`src/hdl/virtual_interrupt_distributor_regs_core_assert.svh`:
```
// Assertion macros shared by the interrupt distributor register file.
// Each macro expands to one labeled concurrent assertion clocked on clk.
`ifndef VIRTUAL_INTERRUPT_DISTRIBUTOR_REGS_CORE_ASSERT_SVH
`define VIRTUAL_INTERRUPT_DISTRIBUTOR_REGS_CORE_ASSERT_SVH

// Same-cycle implication.
`define VID_ASSERT_IMP(lbl, a, c, msg) \
  lbl: assert property (@(posedge clk) disable iff (!rst_n) (a) |-> (c)) else $error(msg);

// Next-cycle implication.
`define VID_ASSERT_NXT(lbl, a, c, msg) \
  lbl: assert property (@(posedge clk) disable iff (!rst_n) (a) |=> (c)) else $error(msg);

`endif

```
`src/hdl/vid_pkg.sv`:
```
// Shared types and constants of the interrupt distributor register file.
// No dependencies.
package vid_pkg;

  localparam int SLOT_W = 12;
  localparam int QDEPTH = 2;
  localparam int CFG_WORDS = 64;
  localparam logic [31:0] IIDR_VALUE = 32'h0000_043B;

  typedef enum logic [3:0] {
    OP_BAD, OP_NOP, OP_CTLR, OP_CONST, OP_GROUP, OP_ENABLE,
    OP_PEND, OP_PRIO, OP_TARGET, OP_CFG
  } opc_t;

  typedef enum logic [1:0] {
    KIND_RESP = 2'd0,
    KIND_EN   = 2'd1,
    KIND_DIS  = 2'd2
  } kind_t;

  typedef enum logic [1:0] {
    S_IDLE, S_RD, S_SCAN, S_RESP
  } st_t;

  typedef struct packed {
    opc_t              op;
    logic              wr;
    logic              set;
    logic [1:0]        guest;
    logic [SLOT_W-1:0] slot;
    logic [4:0]        eword;
    logic [31:0]       mask;
    logic [4:0]        sh;
    logic [31:0]       wdata;
  } vid_op_t;

endpackage

```
`src/hdl/vid_queue.sv`:
```
// Two-word queue between the decoder and the execution unit.
// Depends on vid_pkg.
module vid_queue import vid_pkg::*; (
  input  logic    clk,
  input  logic    rst_n,
  input  logic    push,
  input  vid_op_t push_op,
  input  logic    pop,
  output vid_op_t head_op,
  output logic    empty,
  output logic    full
);

  vid_op_t    ent_r [QDEPTH];
  logic       wp_r, rp_r;
  logic [1:0] cnt_r;

  assign empty   = (cnt_r == 2'd0);
  assign full    = (cnt_r == 2'(QDEPTH));
  assign head_op = ent_r[rp_r];

  // store pushed word
  always_ff @(posedge clk) begin
    if (push) begin
      ent_r[wp_r] <= push_op;
    end
  end

  // advance pointers and count
  always_ff @(posedge clk) begin
    if (!rst_n) begin
      wp_r  <= 1'b0;
      rp_r  <= 1'b0;
      cnt_r <= 2'd0;
    end else begin
      if (push) wp_r <= ~wp_r;
      if (pop)  rp_r <= ~rp_r;
      cnt_r <= cnt_r + 2'(push) - 2'(pop);
    end
  end

endmodule

```
`config.mk`:
```
export PLATFORM = sky130hd
export DESIGN_NAME = vid_queue
export DESIGN_NICKNAME = d
export VERILOG_FILES = /design/src/hdl/virtual_interrupt_distributor_regs_core_assert.svh /design/src/hdl/vid_pkg.sv /design/src/hdl/vid_queue.sv
export SDC_FILE = /design/constraint.sdc
export NUM_CORES = 1
export LEC_CHECK = 0
export BUFFER_PORTS_ARGS = -buffer_cell sky130_fd_sc_hd__buf_2
export CAP_MARGIN = 0
export CORE_MARGIN = 1
export CORE_UTILIZATION = 50
export DETAILED_ROUTE_END_ITERATION = 8
export PLACE_DENSITY = 0.78
export SLEW_MARGIN = 20
export SYNTH_ARGS = -nofsm -noshare
export SYNTH_HDL_FRONTEND = slang
export SYNTH_SLANG_ARGS = --single-unit
```
`constraint.sdc`:
```
create_clock -name clk -period 6.45 [get_ports clk]
set_clock_uncertainty 0.2 [all_clocks]
set_input_delay 0.645 -clock clk [delete_from_list [all_inputs] [get_ports clk]]
set_output_delay 0.645 -clock clk [all_outputs]
set_load 0.005 [all_outputs]
```
# Word level (Yosys, flattened, before mapping)
# Memory sizes are Yosys's and may differ from the RTL's. A register that Yosys moved wholly into a read port is not among the register bits.
# Cells that the tools add are included.
dict set report classes {
  add_sub_neg 2
  eq_ne 1
  n_mux 4
  bitwise_logic 2
  reduce_logical 1
}
# cell n
set op_table {}
lappend op_table {{$mux W1} 4}
lappend op_table {{$add A2 B1 Y2} 1}
lappend op_table {{$eq A2 B2 Y1 const B} 1}
lappend op_table {{$logic_not A2 Y1} 1}
lappend op_table {{$not A1 Y1} 2}
lappend op_table {{$sub A2 B1 Y2} 1}
dict set report totals {
  register_bits 4
  ram_bits 188
  output_inout_bits 96
  elab_cells 14
  mem_count 1
}
# name depth width rd rd_clocked_by_memory_dff write_ports line_no
set mem_list {}
lappend mem_list {ent_r 2 94 1 1 1 vid_queue.sv:14} ;# vid_op_t ent_r [QDEPTH];

# Logic depth before layout (Yosys ltp)
dict set report logic_depth {
  ltp_word 3
  ltp_mapped 6
}

# Worst setup path after synthesis
# OpenSTA, ideal clock, no wires.
dict set report synth_path {
  kind {input port to flip-flop}
  from {input port push}
  to {memory ent_r[0][0] (netlist bit) (enable)}
  setup_time_ns 0.559
  arrival_ns 4.772
  t_required_ns 5.691
  path_slack_ns 0.919
  path_stages 1
  n_path_buf 0
  cell_sequence {nor2b_1}
}
dict set report synth_between {
  elab_chain_len 2
}
# element line_no
set synth_lines {}
lappend synth_lines {{from (decl)} vid_queue.sv:6} ;# input logic push,
lappend synth_lines {{$mux W1} vid_queue.sv:24} ;# if (push) begin
lappend synth_lines {{$mux W1 (implied by the code)} vid_queue.sv:25} ;# ent_r[wp_r] <= push_op;
lappend synth_lines {{to (decl)} vid_queue.sv:14}
# Every way passes these cells.

==> out/qor.csv <==
stage,metric,value,unit
outcome,outcome,finished clean,
logic_synthesis,netlist_instances,313,
clocking,hold_buffers,0,
setup_path,crit_family,buffers and inverters,
global_routing,grt_pass1_vias,3548,
clocking,ctsLongestPathBuffers,2,
timing,worstMarginPinSlew,749.6,ps
place,placedCellCount,676,
clocking,ctsRootBufferMaster,clkbuf_16,
logic_synthesis,yosysUniqueCellTypes,14,
clocking,clkSinkCount,193,
floorplanning,die_w,120.5,um
timing,hold_viol_final,0,
run,drv_cap,0,
route,routed_via_density,4.938,
power_and_ir_drop,powerDensity,306.6,mW/mm2
floorplanning,rows,42,
route,detail-route-antenna-nets,0,
logic_synthesis,synth_area_per_cell,22.43,um2
finish,final_cells,708,
logic_synthesis,ys_top_cells_by_area,"edfxtp_1 (80%), mux2_2 (15%), dfxtp_1 (1.4%)",
timing,maxSlewViolCount,0,
global_routing,gr-total-overflow,0,
logic_synthesis,synth_most_common_cell,edfxtp_1,
setup_path,slowest_delay,690,ps
floorplanning,initial_core_util,0.5218,
hold_path,worstHoldPathType,in -> reg,
logic_synthesis,yosys.area.top_type_share,0.8043,
clocking,cts_buffers,17,
logic_synthesis,yosysSeqAreaShare,0.8185,
place,dp.final_hpwl,7962,um
timing,slew_headroom,0.5003,
timing,fin_crit_sh,0.5043,
logic_synthesis,synth_nets,413,
clocking,cts_tree,done,
setup_path,cp_max_fo,53,
place,io_buffers,193,
floorplanning,pin_count,194,
finish,fillers,965,
power_and_ir_drop,p_leak,3.262,nW
finish,antenna_cells,0,
timing,setup_violations,0,
route,firstDrtPassIters,4,
setup_path,crit_required,5600,ps
clocking,post-cts-setup-buffers,0,
finish,nets,619,
finish,layout-drive-gt1-share,0.6090,
global_routing,grt_max_degree,57,
power_and_ir_drop,finalPower,0.002667,W
place,gp_congestion,0.7172,
clocking,htree_levels,4,
timing,period_needed,3253,ps
logic_synthesis,yosysWarnings,0,
timing,finalSetupTns,0,ps
floorplanning,core-area,0.01345,mm2
logic_synthesis,synth_common_cells,"edfxtp_1 (188), mux2_2 (94), buf_6 (6), dfxtp_1 (5)",
route,wl_per_cell,17.16,um
setup_path,critPathBufInv,2,
setup_path,critPathSlowestCell,dfxtp_4,
setup_path,cp-end-kind,output port,
logic_synthesis,ys_ff_latch,193,
setup_path,crit_type,reg -> out,
timing,rsz0062_at_grt,false,
logic_synthesis,synthFlopType,edfxtp_1,
floorplanning,fp.dieArea,0.01452,mm2
timing,fmax,307.4,MHz
clocking,clk_pin_slew,70,ps
setup_path,worstPathArrival,2410,ps
logic_synthesis,yosysTopAreaCell,edfxtp_1,
setup_path,cp_cell_sequence,buf_4 -> mux2_2 -> buf_2,
clocking,ctsResizeCount,0,
finish,areaGrowthSynthToFinish,23.90,%
logic_synthesis,synth_enable_flop_cells,188,
power_and_ir_drop,ir_drop,0.2052,mV
setup_path,start_kind,register,
global_routing,antenna_found_initial,0,
route,routed_wl,12150,um
clocking,insertion_delay,410,ps
route,vias,3496,
route,first_iter_violations,239,
logic_synthesis,synth_async_sr_flop_share,0,
global_routing,grt_pass1_wl,18110,um
global_routing,grt.total_usage,0.1693,
logic_synthesis,synthesis.area,0.007019,mm2
route,route.detailed.drc,0,
floorplanning,die_h,120.5,um
area by class of cell:
| class | count | area, um2 | share of cell area |
|---|---|---|---|
| clock buffer | 18 | 429.2 | 0.04935 |
| clock inverter | 14 | 108.9 | 0.01252 |
| inverter | 2 | 7.507 | 0.0008632 |
| multi-input combinational | 108 | 1186 | 0.1364 |
| sequential | 193 | 5749 | 0.6611 |
| tap | 176 | 220.2 | 0.02532 |
| timing repair buffer | 197 | 996.0 | 0.1145 |
path summary, 6_finish.rpt:
path               start           end  slack (ps)  depth (start not counted)
max reg2reg         wp_r  ent_r[1][34]        4210                          2
min reg2reg         rp_r      register         380                          2
max             register   head_op[22]        3200                          3
min          push_op[90]  ent_r[0][90]         210                          1
registers in the layout, summed over array words and instances (netlist names), named ones only:
signal  cells
wp_r        1
rp_r        1
ent_r     188
cnt_r       2
report_power, final:
part | internal, W | leakage [nW] | total, W | switching, W
Combinational | 0.000134 | 1.20 | 0.000246 | 0.000112
Clock | 0.000498 | 0.251 | 0.000946 | 0.000447
Sequential | 0.00145 | 1.81 | 0.00148 | 0.0000255
routing by layer:
layer / vias to the layer above / track usage / wire length [um]
met2: 145 / 0.2777 / 5961
li1: 1649 / - / -
met4: 0 / 0.06559 / 195
met1: 1686 / 0.2097 / 5121
met5: - / 0 / 0
met3: 16 / 0.05425 / 867
cell usage in the layout (no fill, tap or decap), drive strengths merged:
cell type and n:
nor2 1, clkinv 6, clkinvlp 4, and2 4, edfxtp 188, dfxtp 5
clkbuf 18, ha 2, buf 197, xnor3 1, inv 6, nor2b 4
o21a 1, mux2 94, xor2 1
worst register-to-register path: cells and delay by family, from the launching register on:
| family | cells | cell delay (ps) |
|---|---|---|
| buffers and inverters | 1 | 730 |
| AND/OR/NAND/NOR | 1 | 510 |
| flip-flops | 1 | 390 |
metrics by stage:
step                setup WS, ps  hold WS, ps  cell area, um2    util
floorplan                  919.0        354.6            7019       -
global placement            3626        371.4            8159  0.6065
detailed placement          3616        370.6            8159  0.6065
CTS                         3156        193.4            8697  0.6465
global route                3079        192.1            8697  0.6465
finish                      3197        211.6            8697  0.6465
cells by family (layout without fill, tap and decap cells):
family | count (synthesis) | in the layout | synth area share
AOI/OAI and AO/OA | 1 | 1 | 0.001070
xor gates and xnor gates | 2 | 2 | 0.004456
adders and majority gates | 2 | 2 | 0.003564
buffers and inverters | 12 | 231 | 0.01390
DFF | 193 | 193 | 0.8185
muxes | 94 | 94 | 0.1508
and+or+nand+nor | 9 | 9 | 0.007663
Power figures use the tool's default switching activity.
