--- config.mk ---
export PLATFORM = sky130hd
export DESIGN_NAME = vid_front
export DESIGN_NICKNAME = d
export VERILOG_FILES = /design/src/hdl/virtual_interrupt_distributor_regs_core_assert.svh /design/src/hdl/vid_pkg.sv /design/src/hdl/vid_front.sv
export SDC_FILE = /design/constraint.sdc
export NUM_CORES = 1
export LEC_CHECK = 0
export ABC_AREA = 1
export BUFFER_PORTS_ARGS = -buffer_cell sky130_fd_sc_hd__buf_2
export CAP_MARGIN = 20
export CELL_PAD_IN_SITES_DETAIL_PLACEMENT = 2
export CELL_PAD_IN_SITES_GLOBAL_PLACEMENT = 2
export CORE_ASPECT_RATIO = 0.5
export CORE_MARGIN = 2
export CORE_UTILIZATION = 15
export DETAILED_ROUTE_END_ITERATION = 8
export PLACE_DENSITY = 0.92
export SLEW_MARGIN = 20
export SYNTH_ARGS = -nofsm -noshare
export SYNTH_HDL_FRONTEND = slang
export SYNTH_SLANG_ARGS = --single-unit
--- constraint.sdc ---
create_clock -name vclk -period 1.51
set_clock_uncertainty 0.05 [all_clocks]
set_input_delay 0 -clock vclk [all_inputs]
set_output_delay 0 -clock vclk [all_outputs]
set_load 0.03 [all_outputs]
--- src/hdl/virtual_interrupt_distributor_regs_core_assert.svh ---
// Assertion macros shared by the interrupt distributor register file.
// Each macro expands to one labeled concurrent assertion clocked on clk.
`ifndef VIRTUAL_INTERRUPT_DISTRIBUTOR_REGS_CORE_ASSERT_SVH
`define VIRTUAL_INTERRUPT_DISTRIBUTOR_REGS_CORE_ASSERT_SVH

// Same-cycle implication.
`define VID_ASSERT_IMP(lbl, a, c, msg) \
  lbl: assert property (@(posedge clk) disable iff (!rst_n) (a) |-> (c)) else $error(msg);

// Next-cycle implication.
`define VID_ASSERT_NXT(lbl, a, c, msg) \
  lbl: assert property (@(posedge clk) disable iff (!rst_n) (a) |=> (c)) else $error(msg);

`endif

--- src/hdl/vid_pkg.sv ---
// Shared types and constants of the interrupt distributor register file.
// No dependencies.
package vid_pkg;

  localparam int SLOT_W = 12;
  localparam int QDEPTH = 2;
  localparam int CFG_WORDS = 64;
  localparam logic [31:0] IIDR_VALUE = 32'h0000_043B;

  typedef enum logic [3:0] {
    OP_BAD, OP_NOP, OP_CTLR, OP_CONST, OP_GROUP, OP_ENABLE,
    OP_PEND, OP_PRIO, OP_TARGET, OP_CFG
  } opc_t;

  typedef enum logic [1:0] {
    KIND_RESP = 2'd0,
    KIND_EN   = 2'd1,
    KIND_DIS  = 2'd2
  } kind_t;

  typedef enum logic [1:0] {
    S_IDLE, S_RD, S_SCAN, S_RESP
  } st_t;

  typedef struct packed {
    opc_t              op;
    logic              wr;
    logic              set;
    logic [1:0]        guest;
    logic [SLOT_W-1:0] slot;
    logic [4:0]        eword;
    logic [31:0]       mask;
    logic [4:0]        sh;
    logic [31:0]       wdata;
  } vid_op_t;

endpackage

--- src/hdl/vid_front.sv ---
// Front decoder: classifies one bus access into a queued operation.
// Depends on vid_pkg.
module vid_front import vid_pkg::*; #(
  parameter int NUM_GUESTS  = 4,
  parameter int IRQ_LINES   = 128,
  parameter int TABLE_WORDS = 128
) (
  input  logic        in_cmd,
  input  logic [1:0]  in_guest,
  input  logic [11:0] in_reg_offset,
  input  logic [31:0] in_wdata,
  input  logic [1:0]  in_access_size,
  output vid_op_t     op_o
);

  localparam int ENW = IRQ_LINES / 32;
  localparam logic [31:0] TYPER_VAL = 32'((IRQ_LINES / 32 - 1) % 32);

  logic [3:0]  region;
  logic [9:0]  w;
  logic        lane_ok;
  logic [31:0] lmask;
  logic [4:0]  lsh;

  assign region = in_reg_offset[11:8];
  assign w      = in_reg_offset[11:2];

  // lane mask and shift for sub-word access
  always_comb begin
    lane_ok = 1'b1;
    lmask   = 32'hFFFF_FFFF;
    lsh     = 5'd0;
    unique case (in_access_size)
      2'd2: begin
        lmask = 32'hFFFF_FFFF;
      end
      2'd1: begin
        lsh   = {in_reg_offset[1], 4'd0};
        lmask = 32'h0000_FFFF << lsh;
      end
      2'd0: begin
        lsh   = {in_reg_offset[1:0], 3'd0};
        lmask = 32'h0000_00FF << lsh;
      end
      default: begin
        lane_ok = 1'b0;
      end
    endcase
  end

  // classify by region
  always_comb begin
    op_o       = '0;
    op_o.op    = OP_BAD;
    op_o.wr    = in_cmd;
    op_o.guest = in_guest;
    op_o.mask  = lmask;
    op_o.sh    = lsh;
    op_o.wdata = in_wdata;
    op_o.eword = w[4:0];
    op_o.set   = ~w[5];
    if (32'(in_guest) < NUM_GUESTS) begin
      priority case (1'b1)
        region == 4'd0: begin
          if (w[5:0] == 6'd0) begin
            op_o.op = OP_CTLR;
          end else if (w[5:0] == 6'd1) begin
            if (!in_cmd) begin
              op_o.op    = OP_CONST;
              op_o.wdata = TYPER_VAL;
            end
          end else if (w[5:0] == 6'd2) begin
            if (!in_cmd) begin
              op_o.op    = OP_CONST;
              op_o.wdata = IIDR_VALUE;
            end
          end else if (w[5] && 32'(w[4:0]) < ENW) begin
            op_o.op   = OP_GROUP;
            op_o.slot = SLOT_W'(in_guest) * SLOT_W'(ENW) + SLOT_W'(w[4:0]);
          end
        end
        region == 4'd1: begin
          if (in_cmd && in_wdata == 32'd0) begin
            op_o.op = OP_NOP;
          end else if (lane_ok && 32'(w[4:0]) < ENW) begin
            op_o.op   = OP_ENABLE;
            op_o.slot = SLOT_W'(in_guest) * SLOT_W'(ENW) + SLOT_W'(w[4:0]);
          end
        end
        region == 4'd2: begin
          if (in_access_size == 2'd2 && 32'(w[4:0]) < ENW) begin
            op_o.op   = OP_PEND;
            op_o.slot = SLOT_W'(in_guest) * SLOT_W'(ENW) + SLOT_W'(w[4:0]);
          end
        end
        region[3:2] == 2'd1: begin
          if (32'(w[7:0]) < TABLE_WORDS) begin
            op_o.op   = OP_PRIO;
            op_o.slot = SLOT_W'(in_guest) * SLOT_W'(TABLE_WORDS) + SLOT_W'(w[7:0]);
          end
        end
        region[3:2] == 2'd2: begin
          if (32'(w[7:0]) < TABLE_WORDS && lane_ok) begin
            op_o.op   = (in_cmd && w[7:0] < 8'd8) ? OP_NOP : OP_TARGET;
            op_o.slot = SLOT_W'(in_guest) * SLOT_W'(TABLE_WORDS) + SLOT_W'(w[7:0]);
          end
        end
        region == 4'd12: begin
          op_o.op   = OP_CFG;
          op_o.slot = SLOT_W'(in_guest) * SLOT_W'(CFG_WORDS) + SLOT_W'(w[5:0]);
        end
        default: begin
          op_o.op = OP_BAD;
        end
      endcase
    end
  end

endmodule

Yosys cells after proc, flatten, opt, wreduce, memory -nomap -nowiden
Index checks and enable logic that the tools add are counted.
Widths: inputs -> output; s select.
- flip-flop bits (word level): 0
- bits in latches: 0
- bits in writable memories: 0
- ROM bits: 0
- input port bits: 49
- logic and storage cells: 70
- memories: 0
- add/sub/neg operators: 3
- multipliers: 0
- divide/modulo/power cells: 0
- $lt $le $gt $ge: 3
- eq/ne operators: 9
- shift-type cells: 2
- mux-type cells: 41
- bitwise gates (word level): 1
- reductions and logical operators: 11
- operator list (cell ; count):
    $mux 32 ; 6
    $mux 12 ; 7
    $pmux 32 s2 ; 1
    $mux 4 ; 11
    $logic_not 32->1 ; 1
    $shl 16x5->32 const A ; 1
    $shl 8x5->32 const A ; 1
    $mux 6 ; 5
    $mux 10 ; 2
    $mux 3 ; 5
    $add 9x8->10 ; 1
    $pmux 5 s2 ; 1
    $add 8x6->9 ; 1
    $mux 9 ; 1
    $lt 8x4->1 const B ; 1
    $lt 8x8->1 const B ; 1
    $add 4x5->6 ; 1
    $eq 6x1->1 const B ; 1
    $eq 6x2->1 const B ; 1
    $logic_and 1x1->1 ; 6
    $logic_not 6->1 ; 1
    $lt 5x3->1 const B ; 1
    $eq 2x1->1 const B ; 2
    $eq 2x2->1 const B ; 2
    other kinds (9) ; 9

Depth between registers and ports, before layout
Gate-level depths: netlist of run 1.
- depth in word-level cells: 10
- gate-level depth with buffers: 9

Worst setup path after synthesis of run 1
No wires, ideal clock.
- path type: in2out
- start: in in_access_size[1]
- end: out op_o[38] (netlist bit)
- arrival: 1.543 ns
- required time: 1.460 ns
- slack: -0.083 ns
- stages: 3
- path buffers: 1
- cells stage by stage: nor3_1 nor2_1 buf_4
- RTL lines (what ; RTL line ; text):
    start: declaration ; vid_front.sv:12 ; input logic [1:0] in_access_size,
    end: declaration ; vid_front.sv:13 ; output vid_op_t op_o

==> flow_summary.html, run 1 <==
<table>
<tr><th>Metric</th><th>Value</th></tr>
<tr><th colspan="2">Run status</th></tr>
<tr><td>Result of the run</td><td>complete, no violations</td></tr>
<tr><th colspan="2">Worst hold path</th></tr>
<tr><td>Classification of the worst-slack hold path</td><td>in -&gt; out</td></tr>
<tr><th colspan="2">Yosys</th></tr>
<tr><td>Post-Syn Instances</td><td>302</td></tr>
<tr><td>Sequential area share after synthesis</td><td>0%</td></tr>
<tr><td>Area share of and/or/nand/nor cells after synthesis</td><td>51.63%</td></tr>
<tr><td>Share of the synthesized area in compound gates (AO/OA/AOI/OAI)</td><td>5.671%</td></tr>
<tr><td>Netlist Area Pre-Place</td><td>1500 µm²</td></tr>
<tr><td>XOR/XNOR share of the synthesized area</td><td>0.5838%</td></tr>
<tr><td>Dominant combinational cell family by area after synthesis</td><td>simple AND/OR/NAND/NOR gates</td></tr>
<tr><td>Synthesized area divided by synthesized cell count</td><td>4.968 µm²</td></tr>
<tr><td>Adder-Cell Fraction of Synth Area</td><td>4.671%</td></tr>
<tr><td>Synth warn</td><td>0</td></tr>
<tr><td>Number of distinct library cell variants in the gate-level netlist after synthesis</td><td>24</td></tr>
<tr><td>Share of cell area taken by muxes after synthesis</td><td>0%</td></tr>
<tr><th colspan="2">Detailed routing</th></tr>
<tr><td>Overall routed net length</td><td>6958 µm</td></tr>
<tr><td>DRC violation count after routing</td><td>0</td></tr>
<tr><td>DR vias</td><td>2,235</td></tr>
<tr><td>Drt wl/cell</td><td>12.61 µm</td></tr>
<tr><td>Iteration count of the initial detailed-routing pass</td><td>2</td></tr>
<tr><td>Vias per cell</td><td>4.049</td></tr>
<tr><td>Antenna Nets Post-Route</td><td>0</td></tr>
<tr><td>Starting DRT DRC Count</td><td>44</td></tr>
<tr><th colspan="2">Die</th></tr>
<tr><td>Die Span X</td><td>145.4 µm</td></tr>
<tr><td>Number of core rows</td><td>25</td></tr>
<tr><td>I/O pin count</td><td>143</td></tr>
<tr><td>Die extent in y</td><td>74.72 µm</td></tr>
<tr><td>Core area</td><td>9572 µm²</td></tr>
<tr><td>Die footprint</td><td>10,870 µm²</td></tr>
<tr><td>Initial Util</td><td>15.67%</td></tr>
<tr><th colspan="2">Pwr</th></tr>
<tr><td>Total power density per cell area</td><td>378.5 nW/µm²</td></tr>
<tr><td>Peak supply drop</td><td>118.0 µV</td></tr>
<tr><td>Static Leakage</td><td>1.340 nW</td></tr>
<tr><td>Power consumption</td><td>0.8443 mW</td></tr>
<tr><th colspan="2">STA</th></tr>
<tr><td>Final worst-path cycle share</td><td>98.36%</td></tr>
<tr><td>Max frequency</td><td>673.3 MHz</td></tr>
<tr><td>Worst hold-check slack</td><td>0.2634 ns</td></tr>
<tr><td>Final count of negative-setup-slack endpoints</td><td>0</td></tr>
<tr><td>Number of failing hold endpoints at the final stage</td><td>0</td></tr>
<tr><td>Final max-slew violation count</td><td>0</td></tr>
<tr><td>Shortest clock period the worst path allows after layout</td><td>1.485 ns</td></tr>
<tr><th colspan="2">Setup path</th></tr>
<tr><td>Critical-path cell list</td><td>buf_2 &gt; ha_4 &gt; fa_2 &gt; inv_1 &gt; nor3_2 &gt; a21oi_1 &gt; nand3_1 &gt; buf_6</td></tr>
<tr><td>Delay of the slowest cell on the worst path</td><td>0.58 ns</td></tr>
<tr><td>Worst EP arrival</td><td>1.44 ns</td></tr>
<tr><td>Top fanout value on the critical path</td><td>4</td></tr>
<tr><td>Crit Path Class</td><td>in -&gt; out</td></tr>
<tr><td>Worst EP required</td><td>1.46 ns</td></tr>
<tr><td>Sort of element at the start of the critical path</td><td>input port</td></tr>
<tr><td>Largest delay share family, worst path</td><td>adder cells</td></tr>
<tr><td>Kind of end point of the critical path</td><td>output pin</td></tr>
<tr><td>Cell at the slowest stage of the critical path</td><td>fa_2</td></tr>
<tr><td>Number of buffers and inverters on the critical path</td><td>3</td></tr>
<tr><th colspan="2">Global route</th></tr>
<tr><td>Initial antenna violation count</td><td>0</td></tr>
<tr><td>Leftover overflow at the end of global routing</td><td>0</td></tr>
<tr><td>Overall track demand over capacity in global routing</td><td>11.92%</td></tr>
<tr><td>First-pass GRT wire length</td><td>10,900 µm</td></tr>
<tr><td>Pin count of the biggest net entering global routing</td><td>27</td></tr>
<tr><td>Number of global-route vias before repair</td><td>2,373</td></tr>
<tr><th colspan="2">Placed design</th></tr>
<tr><td>Cell area after placement</td><td>2162 µm²</td></tr>
<tr><td>Sum of net half-perimeters after detailed placement</td><td>6216 µm</td></tr>
<tr><td>Count of input and output buffers</td><td>138</td></tr>
<tr><td>Routability cong.</td><td>0.7963</td></tr>
<tr><th colspan="2">Finish</th></tr>
<tr><td>ANT cells</td><td>0</td></tr>
<tr><td>Net count of the finished layout</td><td>473</td></tr>
<tr><td>Synth-to-Final Area Change</td><td>48.71%</td></tr>
<tr><td>Filler instances</td><td>1,244</td></tr>
<tr><td>Layout cells sized above 1</td><td>42.45%</td></tr>
<tr><td>Leading cell type in the layout, fill and taps excluded</td><td>buf_2</td></tr>
<tr><td>Commonest non-fill, non-tap cells in the layout</td><td>136 x buf_2, 75 x nor2_1, 58 x inv_1, 47 x nand2_1, 19 x nand3_1</td></tr>
<tr><td>Total area of sequential cells</td><td>0 µm²</td></tr>
<tr><td>Number of sequential cells in the layout</td><td>0</td></tr>
<tr><td># clk buffers</td><td>0</td></tr>
<tr><td>Final instance area</td><td>2231 µm²</td></tr>
<tr><th colspan="2">Job</th></tr>
<tr><td>Number of max-cap violations</td><td>0</td></tr>
<tr><th colspan="2">Clock network</th></tr>
<tr><td>Count of hold buffers inserted by post-cts repair</td><td>0</td></tr>
</table>
## area by class of cell
cell class | count | area [µm²] | area share (%)
repair buffers | 154 | 819.5 | 36.74
well taps | 135 | 168.9 | 7.572
inverters | 60 | 232.7 | 10.43
multi-input cells | 203 | 1010 | 45.26
## worst paths after layout
| path | endpoint | slack, ns | cells after the start | from |
|---|---|---|---|---|
| max | op_o[77] | 0.02 | 8 | in_reg_offset[4] |
| min | op_o[69] | 0.26 | 2 | in_reg_offset[2] |
## metal layers
layer | global-route usage (%) | up-vias | part of all wire, % | wire (µm)
met2 | 26.38 | 81 | 55 | 3841
met5 | 0 | - | 0 | 0
met1 | 12.57 | 1045 | 37 | 2589
met4 | 1.416 | 0 | 1.3 | 91
met3 | 1.758 | 9 | 6.3 | 435
li1 | - | 1100 | - | -
## cell usage after synthesis
master | instances | area [µm²]
a21oi_1 | 8 | 40.04
nor2_4 | 3 | 33.78
o21ai_0 | 6 | 30.03
buf_6 | 2 | 22.52
inv_1 | 58 | 217.7
nor3_1 | 13 | 65.06
xnor2_1 | 1 | 8.760
nand3_1 | 19 | 95.09
nand4_1 | 6 | 37.54
nand2_2 | 1 | 6.260
nand3b_1 | 1 | 7.510
fa_1 | 1 | 20.02
ha_1 | 4 | 50.05
nor3b_4 | 1 | 18.77
a31oi_1 | 1 | 6.260
conb_1 | 1 | 3.750
a221oi_1 | 1 | 8.760
nand2_1 | 47 | 176.4
or2_2 | 2 | 12.51
nor2_2 | 4 | 25.02
nor2_1 | 79 | 296.5
buf_4 | 41 | 307.8
inv_2 | 1 | 3.750
inv_4 | 1 | 6.260
## power breakdown
| group | leakage [nW] | switching [mW] | internal [mW] |
|---|---|---|---|
| Clock | 0 | 0 | 0 |
| Sequential | 0 | 0 | 0 |
| Combinational | 1.34 | 0.596 | 0.248 |
## repair_timing
action	CTS	global route
buffers inserted	0	1
resized for setup	3	13
endpoints found under the hold margin	0	0
cloned	0	0
pin swaps	0	4
endpoints found under the setup margin	27	35
## stage by stage
step	setup WS [ns]	util, %	setup TNS, ns	instances
CTS	0.02842	22.67	0	551
floorplan	0.2146	-	0	306
global placement	0.01982	22.59	0	551
finish	0.02484	23.31	0	552
detailed placement	-0.07281	22.59	-1.057	551
global route	-0.01611	23.31	-0.01611	552
## cell families (layout without fill, tap and decap cells)
group                      Yosys count  count (layout)
other                                1               5
xor gates and xnor gates             1               1
AOI/OAI and AO/OA                   16              16
adders and majority gates            5               5
and+or+nand+nor                    176             176
buffers and inverters              103             214
Power figures use the tool's default switching activity.
==> inputs of run 2 (changes only) <==
--- a/config.mk
+++ b/config.mk
@@ -15,6 +15,7 @@
 export CORE_UTILIZATION = 15
 export DETAILED_ROUTE_END_ITERATION = 8
 export PLACE_DENSITY = 0.92
+export SETUP_SLACK_MARGIN = 0.05
 export SLEW_MARGIN = 20
 export SYNTH_ARGS = -nofsm -noshare
 export SYNTH_HDL_FRONTEND = slang
==> flow_summary.html, run 2 (synthesis gave the netlist of run 1 again) <==
<table>
<tr><th>Metric</th><th>Value</th></tr>
<tr><th colspan="2">Die</th></tr>
<tr><td>Number of core rows</td><td>25</td></tr>
<tr><td>I/O pin count</td><td>143</td></tr>
<tr><td>Die Span X</td><td>145.4 µm</td></tr>
<tr><td>Initial Util</td><td>15.67%</td></tr>
<tr><td>Core area</td><td>9572 µm²</td></tr>
<tr><td>Die extent in y</td><td>74.72 µm</td></tr>
<tr><td>Die footprint</td><td>10,870 µm²</td></tr>
<tr><th colspan="2">Pwr</th></tr>
<tr><td>Peak supply drop</td><td>118.1 µV</td></tr>
<tr><td>Switching share of power</td><td>70.38%</td></tr>
<tr><td>Share of total power in combinational logic</td><td>100.0%</td></tr>
<tr><td>Share of power burned in the clock network</td><td>0%</td></tr>
<tr><td>Total power density per cell area</td><td>378.9 nW/µm²</td></tr>
<tr><td>Internal power</td><td>0.2504 mW</td></tr>
<tr><td>Switching pwr</td><td>0.5949 mW</td></tr>
<tr><td>Sequential share of power</td><td>0%</td></tr>
<tr><td>Power consumption</td><td>0.8454 mW</td></tr>
<tr><td>Static Leakage</td><td>1.343 nW</td></tr>
<tr><th colspan="2">Global route</th></tr>
<tr><td>Leftover overflow at the end of global routing</td><td>0</td></tr>
<tr><td>Pin count of the biggest net entering global routing</td><td>27</td></tr>
<tr><td>First-pass GRT wire length</td><td>11,000 µm</td></tr>
<tr><td>Initial antenna violation count</td><td>0</td></tr>
<tr><td>Number of global-route vias before repair</td><td>2,400</td></tr>
<tr><td>Overall track demand over capacity in global routing</td><td>12.03%</td></tr>
<tr><th colspan="2">Setup path</th></tr>
<tr><td>Crit Path Class</td><td>in -&gt; out</td></tr>
<tr><td>Sort of element at the start of the critical path</td><td>input port</td></tr>
<tr><td>Kind of end point of the critical path</td><td>output pin</td></tr>
<tr><td>Worst EP arrival</td><td>1.38 ns</td></tr>
<tr><td>Worst EP required</td><td>1.46 ns</td></tr>
<tr><td>Top fanout value on the critical path</td><td>2</td></tr>
<tr><th colspan="2">Job</th></tr>
<tr><td>Number of max-cap violations</td><td>0</td></tr>
<tr><th colspan="2">Finish</th></tr>
<tr><td>Leading cell type in the layout, fill and taps excluded</td><td>buf_2</td></tr>
<tr><td>Total area of sequential cells</td><td>0 µm²</td></tr>
<tr><td>Net count of the finished layout</td><td>474</td></tr>
<tr><td>Number of sequential cells in the layout</td><td>0</td></tr>
<tr><td># clk buffers</td><td>0</td></tr>
<tr><td>Synth-to-Final Area Change</td><td>48.71%</td></tr>
<tr><td>Layout cells sized above 1</td><td>43.06%</td></tr>
<tr><td>Commonest non-fill, non-tap cells in the layout</td><td>136 x buf_2, 74 x nor2_1, 58 x inv_1, 47 x nand2_1, 19 x nand3_1</td></tr>
<tr><td>Final instance area</td><td>2231 µm²</td></tr>
<tr><td>ANT cells</td><td>0</td></tr>
<tr><th colspan="2">Run status</th></tr>
<tr><td>Result of the run</td><td>complete, no violations</td></tr>
<tr><th colspan="2">Detailed routing</th></tr>
<tr><td>Vias per cell</td><td>4.038</td></tr>
<tr><td>Antenna Nets Post-Route</td><td>0</td></tr>
<tr><td>Iteration count of the initial detailed-routing pass</td><td>4</td></tr>
<tr><td>DR vias</td><td>2,233</td></tr>
<tr><td>Overall routed net length</td><td>6909 µm</td></tr>
<tr><td>DRC violation count after routing</td><td>0</td></tr>
<tr><td>Starting DRT DRC Count</td><td>42</td></tr>
<tr><td>Drt wl/cell</td><td>12.49 µm</td></tr>
<tr><th colspan="2">Placed design</th></tr>
<tr><td>Sum of net half-perimeters after detailed placement</td><td>6216 µm</td></tr>
<tr><td>Count of input and output buffers</td><td>138</td></tr>
<tr><td>Cell area after placement</td><td>2162 µm²</td></tr>
<tr><td>Routability cong.</td><td>0.7963</td></tr>
<tr><th colspan="2">STA</th></tr>
<tr><td>Final count of negative-setup-slack endpoints</td><td>0</td></tr>
<tr><td>Shortest clock period the worst path allows after layout</td><td>1.427 ns</td></tr>
<tr><td>Number of failing hold endpoints at the final stage</td><td>0</td></tr>
<tr><td>Max frequency</td><td>700.8 MHz</td></tr>
<tr><td>Unrepaired setup endpoints after global routing</td><td>yes</td></tr>
<tr><td>Final worst-path cycle share</td><td>94.49%</td></tr>
<tr><td>Final max-slew violation count</td><td>0</td></tr>
<tr><th colspan="2">Worst hold path</th></tr>
<tr><td>Classification of the worst-slack hold path</td><td>in -&gt; out</td></tr>
</table>
[run 2: through the flow]
stage	hold slack [ns]	setup TNS, ns	std cells	setup WS [ns]	util, %
2_1_floorplan	0.02520	0	306	0.2146	-
3_3_place_gp	0.2458	0	551	0.01982	22.59
3_5_place_dp	0.2527	-1.057	551	-0.07281	22.59
4_1_cts	0.2586	0	552	0.04168	22.86
5_1_grt	0.2621	-0.04717	553	-0.01791	23.31
6_report	0.2547	0	553	0.08314	23.31
[run 2: routing by layer]
metal  GRT usage (%)  routed length, µm
met2           26.49               3780
met1           12.64               2624
met5               0                  0
met4           1.743                 69
met3           1.818                434
[run 2: timing repair]
item | CTS | global route
endpoints found under the hold margin | 0 | 0
resized for setup | 6 | 11
hold buffers | 0 | 0
cloned | 0 | 0
setup buffers | 1 | 1
setup endpoints to repair | 30 | 35
pin swaps | 1 | 4
[run 2: layout make-up]
cell class                      instances  area, µm²
Fill cell                            1246       7341
Multi-Input combinational cell        203       1002
Timing Repair Buffer                  155      827.0
Inverter                               60      232.7
Tap cell                              135      168.9
[run 2: critical path: stages]
cell     delay, ns
buf_2         0.12
ha_2          0.19
fa_2          0.41
xnor2_2       0.21
nor3_2        0.07
a21oi_1       0.12
nand3_1       0.08
buf_4         0.17
[run 2: worst paths after layout]
check	from	to	slack, ns	cells after the start
min	in_reg_offset[4]	op_o[71]	0.25	2
max	in_guest[0]	op_o[78]	0.08	8
[run 2: power groups by stage]
| stage | clock network (mW) | logic (mW) | registers [mW] |
|---|---|---|---|
| global placement | 0 | 0.809 | 0 |
| CTS | 0 | 0.845 | 0 |
| floorplan | 0 | 0.611 | 0 |
| finish | 0 | 0.845 | 0 |
| global route | 0 | 0.916 | 0 |
| detailed placement | 0 | 0.832 | 0 |
